## src/sv/bfa_pkg.sv

```systemverilog
`timescale 1ns / 1ps

package bfa_pkg;

  // Table geometry: one used bit per frame, 64 frames per memory word.
  localparam int BITMAP_WORDS = 512;
  localparam int WORD_W       = 64;
  localparam int BIT_AW       = $clog2(WORD_W);
  localparam int WORD_AW      = $clog2(BITMAP_WORDS);
  localparam int TOTAL_FRAMES = BITMAP_WORDS * WORD_W;

  // The word-full flags are searched in two levels: groups, then words.
  localparam int GROUP_SIZE = 32;
  localparam int NUM_GROUPS = BITMAP_WORDS / GROUP_SIZE;
  localparam int GRP_AW     = $clog2(NUM_GROUPS);
  localparam int SLOT_AW    = $clog2(GROUP_SIZE);

  // Field widths of the stream words.
  localparam int MODE_W       = 2;
  localparam int FRAME_IN_W   = 16;
  localparam int FRAME_OUT_W  = 15;
  localparam int STATUS_W     = 2;
  localparam int COUNT_W      = 16;
  localparam int OUT_FIELDS_W = FRAME_OUT_W + STATUS_W + COUNT_W;
  localparam int OUT_TDATA_W  = ((OUT_FIELDS_W + 7) / 8) * 8;

  typedef enum logic [MODE_W-1:0] {
    MODE_ALLOC   = 2'd0,
    MODE_FREE    = 2'd1,
    MODE_RESERVE = 2'd2
  } mode_t;

  typedef enum logic [STATUS_W-1:0] {
    ST_OK    = 2'd0,
    ST_OOM   = 2'd1,
    ST_RANGE = 2'd2
  } status_t;

  // Update of one word-full flag after a write-back.
  typedef struct packed {
    logic               we;
    logic [WORD_AW-1:0] addr;
    logic               full;
  } full_upd_t;

  // Lowest clear bit of a bitmap word.
  function automatic logic [BIT_AW-1:0] lowest_zero_bit(input logic [WORD_W-1:0] w);
    logic [BIT_AW-1:0] idx;
    idx = '0;
    for (int b = WORD_W - 1; b >= 0; b--) begin
      if (!w[b]) idx = BIT_AW'(b);
    end
    return idx;
  endfunction

  // Lowest word within a group that is not full.
  function automatic logic [SLOT_AW-1:0] lowest_zero_slot(input logic [GROUP_SIZE-1:0] f);
    logic [SLOT_AW-1:0] idx;
    idx = '0;
    for (int s = GROUP_SIZE - 1; s >= 0; s--) begin
      if (!f[s]) idx = SLOT_AW'(s);
    end
    return idx;
  endfunction

  // Lowest group that still holds a word that is not full.
  function automatic logic [GRP_AW-1:0] lowest_zero_group(input logic [NUM_GROUPS-1:0] g);
    logic [GRP_AW-1:0] idx;
    idx = '0;
    for (int k = NUM_GROUPS - 1; k >= 0; k--) begin
      if (!g[k]) idx = GRP_AW'(k);
    end
    return idx;
  endfunction

endpackage

```

## src/sv/bfa_word_finder.sv

```systemverilog
`timescale 1ns / 1ps

module bfa_word_finder (
  input  logic                        clk,
  input  logic                        rst,
  input  bfa_pkg::full_upd_t          upd,
  input  logic                        start,
  output logic [bfa_pkg::WORD_AW-1:0] word_addr,
  output logic                        word_found
);

  logic [bfa_pkg::BITMAP_WORDS-1:0] full;
  logic [bfa_pkg::NUM_GROUPS-1:0]   grp_full;
  logic [bfa_pkg::GRP_AW-1:0]       grp_idx;
  logic                             grp_found;
  logic [bfa_pkg::GROUP_SIZE-1:0]   grp_flags;
  logic [bfa_pkg::SLOT_AW-1:0]      slot;

  // One flag per memory word, set while the word has no clear bit.
  always_ff @(posedge clk) begin
    if (rst) begin
      full <= '0;
    end else if (upd.we) begin
      full[upd.addr] <= upd.full;
    end
  end

  // A group is full when all of its words are full.
  always_comb begin
    for (int g = 0; g < bfa_pkg::NUM_GROUPS; g++) begin
      grp_full[g] = &full[g*bfa_pkg::GROUP_SIZE +: bfa_pkg::GROUP_SIZE];
    end
  end

  // First level: pick the lowest group with room and hold it.
  always_ff @(posedge clk) begin
    if (start) begin
      grp_idx   <= bfa_pkg::lowest_zero_group(grp_full);
      grp_found <= ~(&grp_full);
    end
  end

  // Second level: the lowest word with room inside that group.
  assign grp_flags  = full[{grp_idx, {bfa_pkg::SLOT_AW{1'b0}}} +: bfa_pkg::GROUP_SIZE];
  assign slot       = bfa_pkg::lowest_zero_slot(grp_flags);
  assign word_addr  = {grp_idx, slot};
  assign word_found = grp_found;

endmodule

```

## config.mk

```make
export PLATFORM = sky130hd
export DESIGN_NAME = bfa_word_finder
export DESIGN_NICKNAME = d
export VERILOG_FILES = /design/src/sv/bfa_pkg.sv /design/src/sv/bfa_word_finder.sv
export SDC_FILE = /design/constraint.sdc
export NUM_CORES = 1
export LEC_CHECK = 0
export BUFFER_PORTS_ARGS = -buffer_cell sky130_fd_sc_hd__buf_4
export CORE_ASPECT_RATIO = 0.8
export CORE_MARGIN = 3
export CORE_UTILIZATION = 35
export CTS_BUF_LIST = sky130_fd_sc_hd__clkbuf_2 sky130_fd_sc_hd__clkbuf_4 sky130_fd_sc_hd__clkbuf_8
export CTS_CLUSTER_SIZE = 14
export DETAILED_ROUTE_END_ITERATION = 10
export MAX_ROUTING_LAYER = met4
export PLACE_DENSITY = 0.6
export SYNTH_ARGS = -nofsm -noshare
export SYNTH_HDL_FRONTEND = slang
export SYNTH_SLANG_ARGS = --single-unit
```

## constraint.sdc

```tcl
create_clock -name clk -period 3.45 [get_ports clk]
set_input_delay 0.69 -clock clk [delete_from_list [all_inputs] [get_ports clk]]
set_output_delay 0.69 -clock clk [all_outputs]
set_load 0.03 [all_outputs]
```

==> results by group <==
Synth
  • Yosys warnings: 0
  • Most common cell in the synthesized netlist: nand3_1
  • Simple-Gate Fraction of Synth Area: roughly 18%
  • Mux contribution to synthesized area: approximately an eighth
  • Synth Area in Adders: 0%
  • Top FF cell, synth: dfxtp_1
  • Syn Inst Count: a little under 3000
  • Commonest cells in the netlist: 526 x nand3_1, 521 x a21oi_1, 515 x o21ai_0
  • Mapped Avg Cell Area: approximately 8.5 um^2
  • Synth top area cells: dfxtp_1 41%, mux4_2 13%, nand3_1 10%, a21oi_1 10%, o21ai_0 10%
  • Seq/Total Area, Yosys: about two fifths
  • Post-synth net total: 2991
  • Yosys cell types: 45
  • Ys async rst share: 0%
  • Dominant cell type by area after synthesis: dfxtp_1
  • Xor-xnor portion of the synthesized cell area: 0%
  • Seq cells post-synth: ~520
  • Synthesized area: roughly 25000 um^2
  • Synth Area in Compound Gates: between 20% and 30%
  • Main combinational cell family by area after synthesis: compound AO/OA/AOI/OAI gates
  • Post-synth EDFFs: 5
  • Top-area cell type share of the netlist area: 40.6%

Route
  • Drt wl/cell: 25.9 um
  • Drt drc: 0
  • Total Routed Length: 103000 um
  • Final ANT Viol Nets: 0
  • Drt first pass iters: 7
  • Via count: 25795
  • DR vias/cell: around 6.5
  • DRT iter0 DRCs: roughly 4500

Worst setup path
  • Worst path arrival time: between 3 and 4 ns
  • R2r setup slk: around 0.47 ns
  • Crit path to: word_addr[0]
  • CP Launch Point: grp_idx[0]
  • R2r endpoint: grp_idx[1]
  • Worst Path Required: 2.76 ns
  • Critical path class: reg2out
  • Worst-path fanout max: 7
  • Worst r2r path cells: 9
  • Startpoint types: register
  • FF-to-FF Start: full[508]
  • Crit. End Element: output port

STA
  • Worst slew pin tran: 0.913 ns
  • Final Setup Violations: 5
  • Slew HR: 39.1%
  • Fin Clk Skew: 0.0224 ns
  • Fmax: roughly 220 MHz
  • Slew Viols, Final: 0
  • Setup ws final: -1.00 ns
  • Final min period: about 4.4 ns
  • Final Hold Fails: 0
  • RSZ-0062 raised after global routing: yes
  • Final period utilization: 129%

Power
  • LEAKAGE: just under 0.009 uW
  • Worst VDD drop: approximately 0.23 mV
  • PwrDens: ~410 nW/um^2
  • Overall Power: between 10000 and 15000 uW

Floorplanning
  • Die area: ~75000 um^2
  • Die Span X: approximately 310 um
  • Core box area: about 70000 um^2
  • # IOs: 24
  • Starting Density: around 36%
  • Die H: roughly 250 um
  • Row cnt: between 80 and 90

Worst hold path
  • Hold Crit Class: in2reg
  • Hold depth: 1

Clocking
  • H-tree depth: 3
  • TritonCTS Buffers: between 80 and 90
  • Clk sinks: 517
  • CTS clk-pin slew, worst paths: 0.07 ns
  • Clk_lat worst skew: 0.69 ns
  • CTS Buffer Depth: 3
  • CTS tree: yes
  • Root buffer cell: clkbuf_8
  • Hold buffer count at CTS: 0

Place
  • Hpwl dp: between 60000 and 70000 um
  • Gpl congestion: 0.976
  • Post-place setup slack: -0.442 ns
  • Port buffer count: 23

Global routing
  • Tot GR Track Use: a little over a quarter
  • Largest net degree at the start of global routing: around 130
  • First-pass GRT wire length: between 150000 and 200000 um
  • Number of antenna violations at the first check in global routing: 2
  • Global route total overflow: 0
  • Vias in the first global route: ~23000

Run status
  • Outcome: finished with violations
  • Failing checks: setup timing

Layout
  • Share of layout cells above drive strength 1: between 20 and 25%
  • Final nets: approximately 3000
  • Synth-to-Final Area Change: 17.2%

Run
  • Max_cap viols: 0
[cells by family after synthesis]
family | count (synthesis)
compound gates | 1084
mux | 148
simple gates | 901
flops | 517
buf+inv | 327
[state kept, by name (all words and copies together), names as in the netlist]
register,cells
full,512
grp_idx,4
word_found,1
[placed cells by master, fill, tap and decap left out, types with 24 or more instances in the layout]
cell type / n
clkbuf_4: 28
nand3_1: 524
buf_4: 211
nand2_1: 81
clkbuf_8: 101
dfxtp_1: 512
mux4_2: 148
buf_12: 24
a21oi_1: 516
nand4_1: 135
o21ai_0: 512
nor2_1: 56
nor4_1: 32
[per-layer routing]
layer	wire length, um	track usage [%]	up-vias
li1	-	-	11263
met1	44100	39.7	12573
met2	39900	34.3	1784
met3	16800	11.1	175
met4	2610	7.02	0
met5	0	-	-
[where the power goes]
group	switching, uW	leakage, uW	internal, uW
clock network	2630	0.000913	2950
registers	6.73	0.00417	5980
logic	515	0.00377	166
[worst min-delay path by stage]
stage              start    endpoint
2_1_floorplan  full[195]   full[195]
3_3_place_gp    full[87]    full[87]
3_5_place_dp    full[75]    full[75]
4_1_cts            start  word_found
5_1_grt            start  word_found
6_report           start  word_found
[repair_timing]
| item | in CTS | in global routing |
|---|---|---|
| gates cloned | 3 | 1 |
| resized for setup | 69 | 23 |
| buffers inserted | 13 | 18 |
| pin swaps | 22 | 21 |
| endpoints found under the setup margin | 5 | 5 |
[stage by stage]
step | util [%] | hold slack, ns | instance area (um^2) | TNS [ns] | cells
finish | 41.7 | 0.261 | 29600 | -4.36 | 3998
global route | 41.7 | 0.227 | 29600 | -4.80 | 3997
CTS | 41.5 | 0.214 | 29400 | -4.27 | 3983
detailed placement | 38.3 | 0.482 | 27200 | -1.59 | 3819
global placement | 38.3 | 0.476 | 27200 | -1.51 | 3819
floorplan | - | 0.464 | 25300 | -0.115 | 2977
[cell type report]
class,instances,area (um^2)
antenna,2,5.00
clock buffer,129,1600
clock inverter,19,108
fill,7058,41400
inverter,4,15.0
multi-input combinational,2133,13900
sequential,517,10400
tap,934,1170
timing repair buffer,260,2410
[worst max-delay path, cell delays in order (launching register included)]
cell and delay (ns):
edfxtp_1 0.37, buf_12 0.15, buf_12 0.16, mux4_2 0.54
mux4_2 0.50, buf_4 0.15, nand3_1 0.06, nand4_1 0.14
o31ai_4 0.28, a221oi_2 0.12, nor3b_4 0.39, buf_6 0.19
Note: power is estimated with default switching activity, not from simulation.
